## src/hw/rtl/imd_pkg.sv

```systemverilog
// Shared types and constants for the ICY metadata deframer.
package imd_pkg;

  typedef enum logic [1:0] {
    KIND_AUDIO = 2'd0,
    KIND_LEN   = 2'd1,
    KIND_TEXT  = 2'd2
  } byte_kind_e;

  typedef enum logic [1:0] {
    REG_META_INTERVAL = 2'd0,
    REG_CHUNK_BYTES   = 2'd1,
    REG_META_LIMIT    = 2'd2
  } cfg_reg_e;

  localparam int unsigned IntervalW = 20;
  localparam int unsigned CountW    = 12;
  localparam int unsigned CfgIdxW   = 2;

  localparam logic [IntervalW-1:0] MetaIntervalRst = 20'd16000;
  localparam logic [CountW-1:0]    ChunkBytesRst   = 12'd1152;
  localparam logic [CountW-1:0]    MetaLimitRst    = 12'd256;

  typedef struct packed {
    logic [7:0] data;
    byte_kind_e kind;
    logic       meta_last;
    logic       meta_oversize;
    logic       chunk_last;
  } result_t;

endpackage

```

## src/hw/rtl/icy_metadata_deframer_core.sv

```systemverilog
// ICY metadata deframer: tags each stream byte as audio, length or metadata text.
//
// One byte can enter per cycle and its tagged copy appears in an output register
// in the next cycle; a new transaction is taken whenever that register is empty
// or being drained, so the sustained rate is one byte per cycle while out_ready_i
// stays high. Every meta_interval audio bytes the next byte is a length L and
// the following L*16 bytes are text; meta_last marks the final text byte,
// meta_oversize marks the length and text bytes of a block above meta_limit,
// and chunk_last marks every chunk_bytes-th audio byte. Register writes take
// effect on the next byte and leave the counters untouched.
module icy_metadata_deframer_core
  import imd_pkg::*;
(
  input  logic                 clk_i,
  input  logic                 rst_ni,
  input  logic                 in_valid_i,
  output logic                 in_ready_o,
  input  logic [7:0]           data_byte_i,
  output logic                 out_valid_o,
  input  logic                 out_ready_i,
  output logic [7:0]           byte_out_o,
  output logic [1:0]           byte_kind_o,
  output logic                 meta_last_o,
  output logic                 meta_oversize_o,
  output logic                 chunk_last_o,
  input  logic                 cfg_we_i,
  input  logic [CfgIdxW-1:0]   cfg_index_i,
  input  logic [IntervalW-1:0] cfg_wdata_i
);

  typedef enum logic [1:0] {
    PH_AUDIO = 2'd0,
    PH_LEN   = 2'd1,
    PH_TEXT  = 2'd2,
    PH_SPARE = 2'd3
  } phase_e;

  logic [IntervalW-1:0] meta_interval_q;
  logic [CountW-1:0]    chunk_bytes_q, meta_limit_q;

  phase_e               phase_q, phase_d;
  logic [IntervalW-1:0] audio_count_q, audio_count_d;
  logic [CountW-1:0]    meta_rem_q, meta_rem_d;
  logic [CountW-1:0]    chunk_count_q, chunk_count_d;
  logic                 oversize_q, oversize_d;

  logic                 out_valid_q;
  result_t              res_q, res_d;
  logic                 in_fire;

  logic [CountW-1:0]    len;
  logic [CountW-1:0]    rem_dec;
  logic [CountW-1:0]    chunk_inc;
  logic [IntervalW-1:0] audio_inc;

  assign in_ready_o = !out_valid_q || out_ready_i;
  assign in_fire    = in_valid_i && in_ready_o;

  assign len       = {data_byte_i, 4'b0000};
  assign rem_dec   = meta_rem_q - CountW'(1);
  assign chunk_inc = chunk_count_q + CountW'(1);
  assign audio_inc = audio_count_q + IntervalW'(1);

  always_comb begin
    phase_d       = phase_q;
    audio_count_d = audio_count_q;
    meta_rem_d    = meta_rem_q;
    chunk_count_d = chunk_count_q;
    oversize_d    = oversize_q;
    res_d.data          = data_byte_i;
    res_d.kind          = KIND_AUDIO;
    res_d.meta_last     = 1'b0;
    res_d.meta_oversize = 1'b0;
    res_d.chunk_last    = 1'b0;
    unique case (phase_q)
      PH_LEN: begin
        res_d.kind          = KIND_LEN;
        oversize_d          = len > meta_limit_q;
        res_d.meta_oversize = len > meta_limit_q;
        meta_rem_d          = len;
        phase_d             = (len != '0) ? PH_TEXT : PH_AUDIO;
      end
      PH_TEXT: begin
        res_d.kind          = KIND_TEXT;
        res_d.meta_oversize = oversize_q;
        meta_rem_d          = rem_dec;
        if (rem_dec == '0) begin
          res_d.meta_last = 1'b1;
          oversize_d      = 1'b0;
          phase_d         = PH_AUDIO;
        end
      end
      PH_AUDIO, PH_SPARE: begin
        phase_d = PH_AUDIO;
        if (chunk_inc == chunk_bytes_q) begin
          res_d.chunk_last = 1'b1;
          chunk_count_d    = '0;
        end else begin
          chunk_count_d = chunk_inc;
        end
        if (audio_inc >= meta_interval_q) begin
          audio_count_d = '0;
          phase_d       = PH_LEN;
        end else begin
          audio_count_d = audio_inc;
        end
      end
      default: phase_d = PH_AUDIO;
    endcase
  end

  always_ff @(posedge clk_i or negedge rst_ni) begin
    if (!rst_ni) begin
      meta_interval_q <= MetaIntervalRst;
      chunk_bytes_q   <= ChunkBytesRst;
      meta_limit_q    <= MetaLimitRst;
    end else if (cfg_we_i) begin
      unique case (cfg_index_i)
        REG_META_INTERVAL: meta_interval_q <= cfg_wdata_i;
        REG_CHUNK_BYTES:   chunk_bytes_q   <= cfg_wdata_i[CountW-1:0];
        REG_META_LIMIT:    meta_limit_q    <= cfg_wdata_i[CountW-1:0];
        default: ;
      endcase
    end
  end

  always_ff @(posedge clk_i or negedge rst_ni) begin
    if (!rst_ni) begin
      phase_q       <= PH_AUDIO;
      audio_count_q <= '0;
      meta_rem_q    <= '0;
      chunk_count_q <= '0;
      oversize_q    <= 1'b0;
      out_valid_q   <= 1'b0;
    end else begin
      if (in_fire) begin
        phase_q       <= phase_d;
        audio_count_q <= audio_count_d;
        meta_rem_q    <= meta_rem_d;
        chunk_count_q <= chunk_count_d;
        oversize_q    <= oversize_d;
        out_valid_q   <= 1'b1;
      end else if (out_ready_i) begin
        out_valid_q <= 1'b0;
      end
    end
  end

  always_ff @(posedge clk_i) begin
    if (in_fire) begin
      res_q <= res_d;
    end
  end

  assign out_valid_o     = out_valid_q;
  assign byte_out_o      = res_q.data;
  assign byte_kind_o     = res_q.kind;
  assign meta_last_o     = res_q.meta_last;
  assign meta_oversize_o = res_q.meta_oversize;
  assign chunk_last_o    = res_q.chunk_last;

  // oversize only lives inside a text block
  a_oversize_in_text: assert property (@(posedge clk_i) disable iff (!rst_ni)
    oversize_q |-> phase_q == PH_TEXT)
    else $error("oversize set outside text phase");

  a_meta_last_text: assert property (@(posedge clk_i) disable iff (!rst_ni)
    out_valid_o && meta_last_o |-> byte_kind_o == KIND_TEXT)
    else $error("meta_last on non-text byte");

  a_chunk_last_audio: assert property (@(posedge clk_i) disable iff (!rst_ni)
    out_valid_o && chunk_last_o |-> byte_kind_o == KIND_AUDIO)
    else $error("chunk_last on non-audio byte");

  a_block_end: assert property (@(posedge clk_i) disable iff (!rst_ni)
    in_fire && phase_q == PH_TEXT && meta_rem_q == CountW'(1)
      |=> phase_q == PH_AUDIO && out_valid_o && meta_last_o)
    else $error("text block did not close");

  a_ready_when_empty: assert property (@(posedge clk_i) disable iff (!rst_ni)
    !out_valid_q |-> in_ready_o)
    else $error("input stalled with empty output register");

endmodule

```

## config.mk

```make
export PLATFORM = sky130hd
export DESIGN_NAME = icy_metadata_deframer_core
export DESIGN_NICKNAME = d
export VERILOG_FILES = /design/src/hw/rtl/imd_pkg.sv /design/src/hw/rtl/icy_metadata_deframer_core.sv
export SDC_FILE = /design/constraint.sdc
export NUM_CORES = 1
export LEC_CHECK = 0
export BUFFER_PORTS_ARGS = -buffer_cell sky130_fd_sc_hd__buf_2
export CAP_MARGIN = 20
export CORE_ASPECT_RATIO = 2
export CORE_MARGIN = 2
export CORE_UTILIZATION = 55
export DETAILED_ROUTE_END_ITERATION = 10
export GPL_TIMING_DRIVEN = 0
export PLACE_DENSITY = 0.77
export SLEW_MARGIN = 20
export SYNTH_ARGS = -nofsm -noshare
export SYNTH_HDL_FRONTEND = slang
export SYNTH_SLANG_ARGS = --single-unit
export TNS_END_PERCENT = 100
```

## constraint.sdc

```tcl
create_clock -name clk_i -period 9.46 [get_ports clk_i]
set_clock_uncertainty 0.1 [all_clocks]
set_input_delay 0 -clock clk_i [delete_from_list [all_inputs] [get_ports clk_i]]
set_output_delay 0 -clock clk_i [all_outputs]
set_load 0.02 [all_outputs]
```

* Yosys cells after proc, flatten, opt, wreduce, memory -nomap -nowiden *
Cells that the tools add are included.

storage, ports and cells
  bits in registers = 105
  bits in latches = 0
  RAM bits = 0
  memory bits (read-only) = 0
  output and inout port bits = 15
  logic and storage cells = 58
  memories kept = 0

operators by class
  add/subtract/negate cells = 3
  multipliers = 0
  div/mod/pow operators = 0
  order comparisons = 2
  equal/unequal tests = 7
  shift-type cells = 0
  muxes and demuxes = 15
  bitwise logic cells = 0
  reduce and logical (&&, ||, !) cells = 17

operators by type and width
  operator                                            number
  case mux 12 bit (2 select lines)                    1
  adder 20 x 1 -> 20 bit, second input constant       1
  >= comparator 20 bit                                1
  two-way mux 20 bit                                  1
  adder 12 x 1 -> 12 bit, second input constant       1
  == test 12 bit                                      1
  > comparator 12 bit                                 1
  zero test 12 bit                                    1
  two-way mux 12 bit                                  1
  AND reduction 2 bit                                 6
  nonzero test 12 bit                                 1
  subtractor 12 x 1 -> 12 bit, second input constant  1
  == test 2 bit, second input constant                3
  two-way mux 1 bit                                   6
  case mux 2 bit (3 select lines)                     1
  == test 2 x 1 -> 1 bit, second input constant       2
  zero test 2 bit                                     2
  two-way mux 2 bit                                   2
  case mux 1 bit (2 select lines)                     2
  case mux 2 bit (2 select lines)                     1
  nonzero test 2 bit                                  2
  AND reduction 3 bit                                 1
  inequality test 2 bit, second input constant        1
  OR reduction 2 bit                                  1
  3 further kinds                                     3

* Logic depth before layout (Yosys ltp) *
Gate-level depths: netlist (run 1).

  depth after elaboration = 4
  depth in mapped cells = 14

* Least setup slack after synthesis (run 1) *
No wires, ideal clock.

  kind = reg-to-reg
  start = register audio_count_q[2]
  end = register audio_count_q[2]
  arrival = 3.220 ns
  data required time = 9.296 ns
  path slack = 6.076 ns
  cell stages (with the launch flop) = 14
  cells stage by stage = dfrtp_1 and3_1 and4_1 nand3_1 or2_2 xnor2_1 ha_1 a21o_1 a21o_1 a221o_1 a31oi_1 nand3_1 nor3b_1 a21o_1

between the ends
  cells in the longest elaborated chain, start to end = 3

RTL lines
  what                        line                               RTL
  start, declared             icy_metadata_deframer_core.sv:42   logic [IntervalW-1:0] audio_count_q, audio_count_d;
  start signal, assigned      icy_metadata_deframer_core.sv:138  audio_count_q <= audio_count_d;
  adder 20 x 1 -> 20 bit (*)  icy_metadata_deframer_core.sv:62   assign audio_inc = audio_count_q + IntervalW'(1);
  >= comparator 20 bit        icy_metadata_deframer_core.sv:101  if (audio_inc >= meta_interval_q) begin
  two-way mux 20 bit (*)      icy_metadata_deframer_core.sv:101

Mark *: on every way between the ends. The rest lies on a longest branch, timed or not.
A chain may end at the register's enable or synchronous reset.

* Worst setup path after layout (run 1) *
  start = register audio_count_q[2]
  end = register audio_count_q[7]

The elaborated chain is that of the path after synthesis.

==> results of run 1 <==
sequential cells by signal, summed over array words and instances, names as in the netlist, 2 cells and up:
name / flops
byte_out_o: 8
meta_limit_q: 12
chunk_count_q: 12
audio_count_q: 20
byte_kind_o: 2
meta_rem_q: 12
chunk_bytes_q: 12
phase_q: 2
meta_interval_q: 20
metrics by stage:
stage / cells / utilization
6_report: 850 / 0.673
2_1_floorplan: 612 / -
3_3_place_gp: 798 / 0.607
4_1_cts: 850 / 0.673
5_1_grt: 850 / 0.673
3_5_place_dp: 799 / 0.610
worst paths after layout:
check	startpoint	endpoint	slack, ns	depth (start not counted)
max reg2reg	audio_count_q[2]	audio_count_q[7]	5.16	14
min	rst_ni	chunk_count_q[4]	0.02	2
max in group asynchronous	rst_ni	meta_interval_q[7]	8.58	3
min reg2reg	meta_limit_q[3]	meta_limit_q[3]	0.40	1
max	audio_count_q[2]	audio_count_q[7]	5.16	14
min in group clk_i	out_ready_i	phase_q[1]	0.19	5
placed cells by master (no fill, tap or decap), types with 24 or more instances in the layout:
cell and n:
nand3_1 26, dfrtp_1 83, a21oi_1 24, dlygate4sd3_1 35, inv_1 37, mux2_2 26, ha_1 35, o21ai_0 55
nand2_1 78, buf_2 55
power by group:
group	switching, µW	internal [µW]
logic	298	243
clock network	181	210
registers	83.0	549
cells by family (layout without fill, tap and decap cells):
group,Yosys count,after routing,synth area share
flip-flops,105,105,0.452
multiplexers,35,35,0.0640
XOR/XNOR,34,34,0.0498
AND/OR/NAND/NOR,200,200,0.170
AO/OA/AOI/OAI,139,139,0.148
buffers and inverters,64,165,0.0429
adder cells (fa/ha/maj),35,35,0.0732
layer usage:
| layer | vias up | wire (µm) | track usage |
|---|---|---|---|
| met5 | - | 0 | 0 |
| met4 | 0 | 648 | 0.138 |
| met3 | 49 | 575 | 0.0397 |
| met2 | 146 | 8610 | 0.525 |
| met1 | 2420 | 5290 | 0.277 |
| li1 | 2373 | - | - |
area by class of cell:
| type | count | share of cell area |
|---|---|---|
| buffer | 27 | 0.0166 |
| clock buffer | 9 | 0.0318 |
| clock inverter | 7 | 0.0116 |
| inverter | 37 | 0.0196 |
| multi-input combinational | 443 | 0.426 |
| sequential | 105 | 0.381 |
| tap | 137 | 0.0242 |
| timing repair buffer | 85 | 0.0887 |
worst max-delay path, delay by kind of cell, from the launching register on:
kind            cells  cell delay, ns
fa+ha+maj           1            0.29
xor+xnor            1            0.25
buf+inv             2            0.36
flops               1            0.46
simple gates        7            1.83
compound gates      3            0.92
==> flow_metrics.py, run 1 <==
metrics = {
    "grt": {
        "grt.overflow.total": 0,
        "grt_max_degree": 59,
        "antenna_found_initial": 0,
        "grt_pass1_wl_um": 24500,
        "groute.usage.overall": 0.271,
        "grt_pass1_vias": 4996,
    },
    "route": {
        "first_iter_violations": 316,
        "vias_per_cell": 5.87,
        "routed_wl_um": 15100,
        "vias": 4988,
        "drtAntennaViolNets": 0,
        "wl_per_cell_um": 17.8,
        "drc": 0,
        "drt_first_pass_iters": 5,
    },
    "worst_setup_path": {
        "start_kind": "flop",
        "worstPathRequired_ns": 9.63,
        "cp.arrival_ns": 4.47,
        "crit_type": "reg -> reg",
        "cp_max_fo": 10,
        "critPathMaxStageDelay_ns": 0.46,
        "cp_slowest_cell": "dfrtp_1",
        "crit_chain": "and3_1 > and4_1 > nand3_1 > or2_2 > nor2_1 > xor2_1 > ha_1 > nand4_1 > inv_1 > a221o_1 > a31oi_1 > nand2_1 > clkbuf_1 > o21ai_0",
        "cp-end-kind": "flop",
    },
    "hold_path": {
        "min_path_type": "in -> async",
    },
    "logic_synthesis": {
        "synth_area_leaders": "dfrtp_1, ha_1, edfxtp_1",
        "synth_largest_area_cell": "dfrtp_1",
        "synth_top_area_share": 0.347,
        "avgSynthCellArea_um2": 9.78,
        "synthArstFlopShare": 0.876,
        "synth_commonest_cells": "dfrtp_1, nand2_1, o21ai_0",
        "syn_area_um2": 5980,
        "synth_edf_count": 13,
        "synth_cells": 612,
        "yosys.cell_types.count": 63,
        "synth.ff_latch_count": 105,
        "post-synth-top-count-cell": "dfrtp_1",
        "synth_flop_cell": "dfrtp_1",
        "ys_warn_count": 0,
        "yosysSeqAreaShare": 0.452,
        "syn-num-nets": 682,
    },
    "timing": {
        "slew_viol_final": 0,
        "fin_tns_setup_ns": 0,
        "rsz0062_at_grt": "no",
        "setup_ws_ns": 5.16,
        "clock.fmax_ghz": 0.232,
        "min_period_over_period": 0.455,
        "worst_pin_slew_ns": 0.676,
        "finalHoldViolations": 0,
        "worst_slew_margin_rel": 0.548,
        "fin_hold_ws_ns": 0.0206,
        "setup_viol": 0,
        "timing.final.crit_period_ns": 4.30,
    },
    "clocking": {
        "ctsHoldBuffers": 35,
        "clk_latency_ns": 0.36,
        "cts_max_path_buffers": 2,
        "postCtsResizedCells": 0,
        "cts_tree": "yes",
        "postCtsSetupRepairBufs": 0,
        "cts_sinks": 105,
        "clk_root_buffer_cell": "clkbuf_16",
        "cts_buffers": 9,
        "path_clk_slew_ns": 0.08,
        "h-tree-depth": 3,
    },
    "floorplan": {
        "initial_utilization": 0.567,
        "placementRows": 53,
        "fp.dieW_um": 77.8,
        "die_area_um2": 11800,
        "pin_count": 50,
        "core-area_um2": 10500,
        "die_h_um": 152,
    },
    "cells_and_area": {
        "areaGrowthSynthToFinish_pct": 18.5,
        "nFillCells": 821,
        "drive_gt1_frac": 0.171,
        "final_area_um2": 7090,
        "multi_input_area_um2": 3020,
        "antenna_cells": 0,
        "seqCellArea_um2": 2700,
        "nNetsFinal": 778,
    },
    "placement": {
        "place.gp.congestion": 0.950,
        "pre_cts_slack_ns": 5.25,
        "io_buffers": 49,
        "placed_area_um2": 6430,
        "hpwl_um": 11100,
    },
    "run_status": {
        "outcome": "completed",
    },
    "power_and_ir_drop": {
        "ir_worst_vdd_uv": 142,
        "cellPowerDensity_nw_per_um2": 221,
        "total_power_uw": 1560,
        "p_leak_uw": 0.00316,
    },
    "job": {
        "cap_violations": 0,
    },
}
Note: power is estimated with default switching activity, not from simulation.
==> run 2, diff against run 1 <==
- ABC_AREA: default -> 1
- clock period: 9.46 -> 4.33 ns (I/O delays scaled with it)
==> run 2 against run 1 <==
- routed wire length is 2.7% lower
- synthesized area is 0.75% higher
- utilization fell by 1.0 points
- design area rose by 0.97%
- total power grew 120%
- sequential power grew 120%
- non-clock buffer count fell by 10
- clock power grew 130%
- critical endpoint is now audio_count_q[13]
- largest cell class unchanged
- largest power group unchanged
- highest routed layer unchanged
==> flow_metrics.py, run 2 <==
metrics = {
    "timing": {
        "min_period_over_period": 0.844,
        "worst_pin_slew_ns": 0.646,
        "slew_viol_final": 0,
        "fin_hold_ws_ns": 0.00163,
        "worst_slew_margin_rel": 0.568,
        "rsz0062_at_grt": "no",
        "timing.final.crit_period_ns": 3.65,
        "finalHoldViolations": 0,
        "setup_ws_ns": 0.676,
        "clock.fmax_ghz": 0.274,
        "setup_viol": 0,
        "fin_tns_setup_ns": 0,
    },
    "grt": {
        "grt.overflow.total": 0,
        "grt_pass1_vias": 5470,
        "grt_pass1_wl_um": 24700,
        "antenna_found_initial": 0,
        "grt_max_degree": 67,
        "groute.usage.overall": 0.260,
    },
    "route": {
        "vias_per_cell": 5.30,
        "wl_per_cell_um": 14.2,
        "wl_met2_um": 8220,
        "wl_met1_um": 5470,
        "drt_first_pass_iters": 5,
        "vias": 5471,
        "routed_wl_um": 14700,
        "first_iter_violations": 290,
        "route.met3.wl_um": 580,
        "top_layer": "met4",
        "drc": 0,
        "drtAntennaViolNets": 0,
    },
    "clocking": {
        "cts_sinks": 105,
        "clk_latency_ns": 0.35,
        "clk_root_buffer_cell": "clkbuf_16",
        "cts_max_path_buffers": 2,
        "cts_buffers": 9,
        "path_clk_slew_ns": 0.07,
        "cts_tree": "yes",
        "postCtsResizedCells": 0,
        "h-tree-depth": 3,
    },
    "logic_synthesis": {
        "synth_top_area_share": 0.345,
        "synth_largest_area_cell": "dfrtp_1",
        "synth_cells": 792,
        "synth.ff_latch_count": 105,
        "synth_edf_count": 13,
        "yosys.cell_types.count": 33,
        "synthArstFlopShare": 0.876,
        "synth_flop_cell": "dfrtp_1",
        "syn-num-nets": 862,
        "post-synth-top-count-cell": "nand2_1",
        "synth_area_leaders": "dfrtp_1, nand2_1, inv_1",
        "avgSynthCellArea_um2": 7.61,
        "ys_warn_count": 0,
        "yosysSeqAreaShare": 0.449,
        "synth_commonest_cells": "nand2_1, inv_1, dfrtp_1",
        "syn_area_um2": 6030,
    },
    "placement": {
        "placed_area_um2": 6480,
        "hpwl_um": 11000,
        "place.gp.congestion": 0.943,
        "pre_cts_slack_ns": 0.814,
        "io_buffers": 49,
    },
    "job": {
        "cap_violations": 0,
    },
    "floorplan": {
        "fp.dieW_um": 78.0,
        "core-area_um2": 10800,
        "placementRows": 54,
        "die_h_um": 152,
        "pin_count": 50,
        "die_area_um2": 11900,
        "initial_utilization": 0.558,
    },
    "cells_and_area": {
        "areaGrowthSynthToFinish_pct": 18.8,
        "layout_commonest_cell": "nand2_1",
        "antenna_cells": 0,
        "drive_gt1_frac": 0.0997,
        "final_area_um2": 7160,
        "multi_input_area_um2": 2810,
        "top_regs": "audio_count_q x20, meta_interval_q x20",
        "seqCellArea_um2": 2700,
        "final_cell_mix": "nand2_1, inv_1, dfrtp_1",
        "nNetsFinal": 958,
        "nFillCells": 929,
    },
    "worst_setup_path": {
        "cp-end-kind": "flop",
        "worstPathRequired_ns": 4.50,
        "start_kind": "flop",
        "cp.arrival_ns": 3.83,
        "cp_max_fo": 10,
        "crit_type": "reg -> reg",
    },
    "run_status": {
        "outcome": "completed",
    },
    "power_and_ir_drop": {
        "cellPowerDensity_nw_per_um2": 483,
        "ir_worst_vdd_uv": 340,
        "p_leak_uw": 0.00359,
        "total_power_uw": 3460,
    },
    "hold_path": {
        "min_path_type": "in -> reg",
    },
}
==> run 2: final cells by class <==
| class | instances | share of cell area |
|---|---|---|
| multi-input combinational | 553 | 0.392 |
| sequential | 105 | 0.378 |
| timing repair buffer | 85 | 0.0879 |
| inverter | 117 | 0.0613 |
| clock buffer | 9 | 0.0315 |
| tap | 140 | 0.0245 |
| clock inverter | 7 | 0.0143 |
| buffer | 17 | 0.0105 |
==> run 2: repair_timing <==
| action | 4_1_cts | 5_1_grt |
|---|---|---|
| hold buffers | 35 | 0 |
| buffers inserted | 0 | 0 |
| hold endpoints to repair | 150 | 0 |
==> run 2: final timing paths <==
path / start / to / slack (ns) / depth (start not counted)
hold reg to reg: oversize_q / oversize_q / 0.38 / 2
hold / removal: cfg_index_i[0] / chunk_bytes_q[2] / 0.002 / 4
setup reg to reg: audio_count_q[0] / audio_count_q[13] / 0.68 / 18
max in group asynchronous: rst_ni / meta_interval_q[19] / 2.34 / 4
min in group asynchronous: rst_ni / meta_interval_q[1] / 0.50 / 3
setup / recovery: audio_count_q[0] / audio_count_q[13] / 0.68 / 18
==> run 2: layer usage <==
| metal | up-vias | global-route usage |
|---|---|---|
| met5 | - | 0 |
| met4 | 0 | 0.101 |
| met3 | 30 | 0.0475 |
| met2 | 150 | 0.492 |
| met1 | 2591 | 0.277 |
| li1 | 2700 | - |
==> run 2: power by group <==
group          leakage (µW)  total [µW]  switching [µW]  internal, µW
sequential          0.00128        1410             184          1230
clock              0.000157         893             380           513
combinational       0.00216        1150             729           421
total               0.00359        3460            1290          2160
==> run 2: cells by family (layout without fill, tap and decap cells) <==
kind of cell	after synthesis	in the layout	share of synthesized area
and+or+nand+nor	398	398	0.276
buffers and inverters	134	235	0.0853
DFF	105	105	0.449
AOI/OAI and AO/OA	102	102	0.0888
adders and majority gates	35	35	0.0726
xor gates and xnor gates	18	18	0.0284
==> run 2: stage by stage <==
stage               instances  utilization
floorplan                 792            -
global placement          981        0.597
detailed placement        982        0.600
CTS                      1033        0.662
global route             1033        0.662
finish                   1033        0.662
==> run 2: worst max-delay path: stages, from the launching register on <==
cell and delay, ns:
dfrtp_1 0.39, ha_1 0.29, nand2_1 0.08, nor2_1 0.28, nand2_1 0.18, nor3_1 0.37, nand2_1 0.13, xnor2_1 0.26
ha_1 0.28, nand2_1 0.06, nor2_1 0.06, nand2_1 0.08, nor2_1 0.05, nand2_1 0.06, nand4_1 0.24, nor2_1 0.24
buf_2 0.27, nand2_1 0.08, o21ai_0 0.08
==> run 3, diff against run 2 <==
- ABC_AREA: 1 -> 0
- CORE_UTILIZATION: 55 -> 54
- PLACE_DENSITY: 0.77 -> 0.79
- clock period: 4.33 -> 3.06 ns (I/O delays scaled with it)
==> run 3 against run 2 <==
- non-clock buffer count rose by 26
- the run now ends with setup timing left
- hold slack improved by 0.021 ns
- critical path type unchanged
- cell count fell by 16%
- routed wire length rose by 17%
- highest routed layer unchanged
- clock power rose by 27%
- sequential share of layout area fell by 2.1 points
- first-iteration DRC count rose by 13%
- combinational power rose by 63%
- critical path depth fell by 2
- clock-buffer cell count did not move
==> flow_metrics.py, run 3 (synthesis results as in run 1) <==
metrics = {
    "cells_and_area": {
        "nNetsFinal": 795,
        "layout_commonest_cell": "dfrtp_1",
        "final_cell_mix": "dfrtp_1, nand2_1, buf_2",
        "top_regs": "audio_count_q x20, meta_interval_q x20",
        "areaGrowthSynthToFinish_pct": 27.1,
        "antenna_cells": 0,
        "drive_gt1_frac": 0.258,
        "final_area_um2": 7600,
    },
    "route": {
        "drc": 0,
        "vias": 5276,
        "drt_first_pass_iters": 5,
        "first_iter_violations": 327,
        "routed_wl_um": 17200,
        "drtAntennaViolNets": 0,
        "wl_per_cell_um": 19.7,
        "vias_per_cell": 6.06,
    },
    "worst_setup_path": {
        "cp_max_fo": 7,
        "cp_slowest_cell": "dfrtp_2",
        "start_kind": "flop",
        "cp-end-kind": "flop",
        "crit_chain": "and3_4 > and4_4 > and3_4 > and3_4 > nand3_4 > xnor2_4 > ha_4 > nand4_1 > buf_4 > nor3_4 > a31oi_4 > buf_12 > buf_12 > nand2_8 > nor2_2 > a22o_1",
        "path_buf_inv": 3,
        "critPathTopFamily": "simple AND/OR/NAND/NOR gates",
        "cp.arrival_ns": 3.56,
        "crit_top_cell": "and3_4",
        "worstPathRequired_ns": 3.21,
        "crit_type": "reg -> reg",
        "critPathMaxStageDelay_ns": 0.39,
    },
    "floorplan": {
        "core-area_um2": 10900,
        "initial_utilization": 0.550,
        "pin_count": 50,
        "placementRows": 54,
        "fp.dieW_um": 78.4,
        "die_area_um2": 12000,
        "die_h_um": 153,
    },
    "timing": {
        "worst_slew_margin_rel": 0.528,
        "rsz0062_at_grt": "yes",
        "min_period_over_period": 1.11,
        "fin_tns_setup_ns": -5.27,
        "setup_ws_ns": -0.350,
        "finalHoldViolations": 0,
        "worst_pin_slew_ns": 0.706,
        "setup_viol": 21,
        "slew_viol_final": 0,
        "clock.fmax_ghz": 0.293,
        "timing.final.crit_period_ns": 3.41,
    },
    "grt": {
        "groute.usage.overall": 0.283,
        "grt_pass1_wl_um": 25900,
        "grt_max_degree": 84,
        "grt.overflow.total": 0,
        "grt_pass1_vias": 5287,
        "antenna_found_initial": 0,
    },
    "job": {
        "cap_violations": 0,
    },
    "power_and_ir_drop": {
        "p_leak_uw": 0.00331,
        "ir_worst_vdd_uv": 405,
        "cellPowerDensity_nw_per_um2": 651,
    },
    "hold_path": {
        "min_path_type": "in -> reg",
    },
    "clocking": {
        "cts_max_path_buffers": 2,
        "h-tree-depth": 3,
        "path_clk_slew_ns": 0.07,
        "cts_buffers": 9,
        "clk_latency_ns": 0.36,
        "clk_root_buffer_cell": "clkbuf_16",
        "cts_tree": "yes",
        "cts_sinks": 105,
    },
    "run_status": {
        "violations": "setup timing",
        "outcome": "complete, but fails checks",
    },
    "placement": {
        "hpwl_um": 11500,
        "io_buffers": 49,
        "placed_area_um2": 6540,
        "place.gp.congestion": 0.925,
    },
}
==> run 3: cell count changes in the layout (fill, tap and decap cells not counted), sizes merged, moves of 22 or more <==
cell / change
buf: +22
xnor2: +22
inv: -78
nor2: -54
nand2: -170
mux2: +26
==> run 3: worst min-delay path, delay by kind of cell <==
kind                   cells  cell delay (ns)
buffers and inverters      1             0.11
muxes                      1             0.18
and+or+nand+nor            1             0.15
==> run 3: worst paths after layout <==
path	start	endpoint	slack [ns]	cells past startpoint
hold / removal	cfg_we_i	chunk_bytes_q[0]	0.02	3
min in group asynchronous	rst_ni	meta_rem_q[10]	0.13	3
setup / recovery	audio_count_q[2]	audio_count_q[16]	-0.35	16
setup reg to reg	audio_count_q[2]	audio_count_q[16]	-0.35	16
max in group asynchronous	rst_ni	out_valid_o	1.90	3
hold reg to reg	meta_limit_q[4]	meta_limit_q[4]	0.42	1
==> run 3: metrics by stage <==
stage          worst slack (ns)  std cells  utilization  total power, µW  hold WS, ns
2_1_floorplan           -0.0244        612            -             3170       -0.396
3_3_place_gp             -0.669        801        0.598             3550        0.105
3_5_place_dp             -0.729        802        0.601             3660       -0.280
4_1_cts                  -0.269        862        0.683             4880      0.00392
5_1_grt                  -0.414        870        0.699             5210       0.0434
6_report                 -0.350        870        0.699             4950       0.0231
==> run 3: area by class of cell <==
class	instances	area (µm²)
Inverter	37	139
Timing Repair Buffer	101	783
Sequential cell	105	2710
Clock inverter	7	61.3
Clock buffer	9	225
Multi-Input combinational cell	444	3370
Fill cell	755	3280
Buffer	27	139
Tap cell	140	175
==> run 3: power breakdown <==
group          leakage (µW)  switching [µW]  internal (µW)
Sequential          0.00123             258           1700
Clock              0.000135             560            568
Combinational       0.00195            1040            825
==> run 3: metal layers <==
layer	GRT usage	share of wire	wire length (µm)
met2	0.534	0.56	9590
met3	0.0425	0.042	725
met4	0.206	0.074	1270
met1	0.264	0.32	5570
met5	0	0	0
==> run 3: repair_timing <==
item,in CTS,in global routing
hold endpoints to repair,153,0
gates cloned,1,1
setup endpoints to repair,21,21
gates resized for setup,33,21
hold buffers,34,0
pin swaps,11,16
buffers inserted,9,8
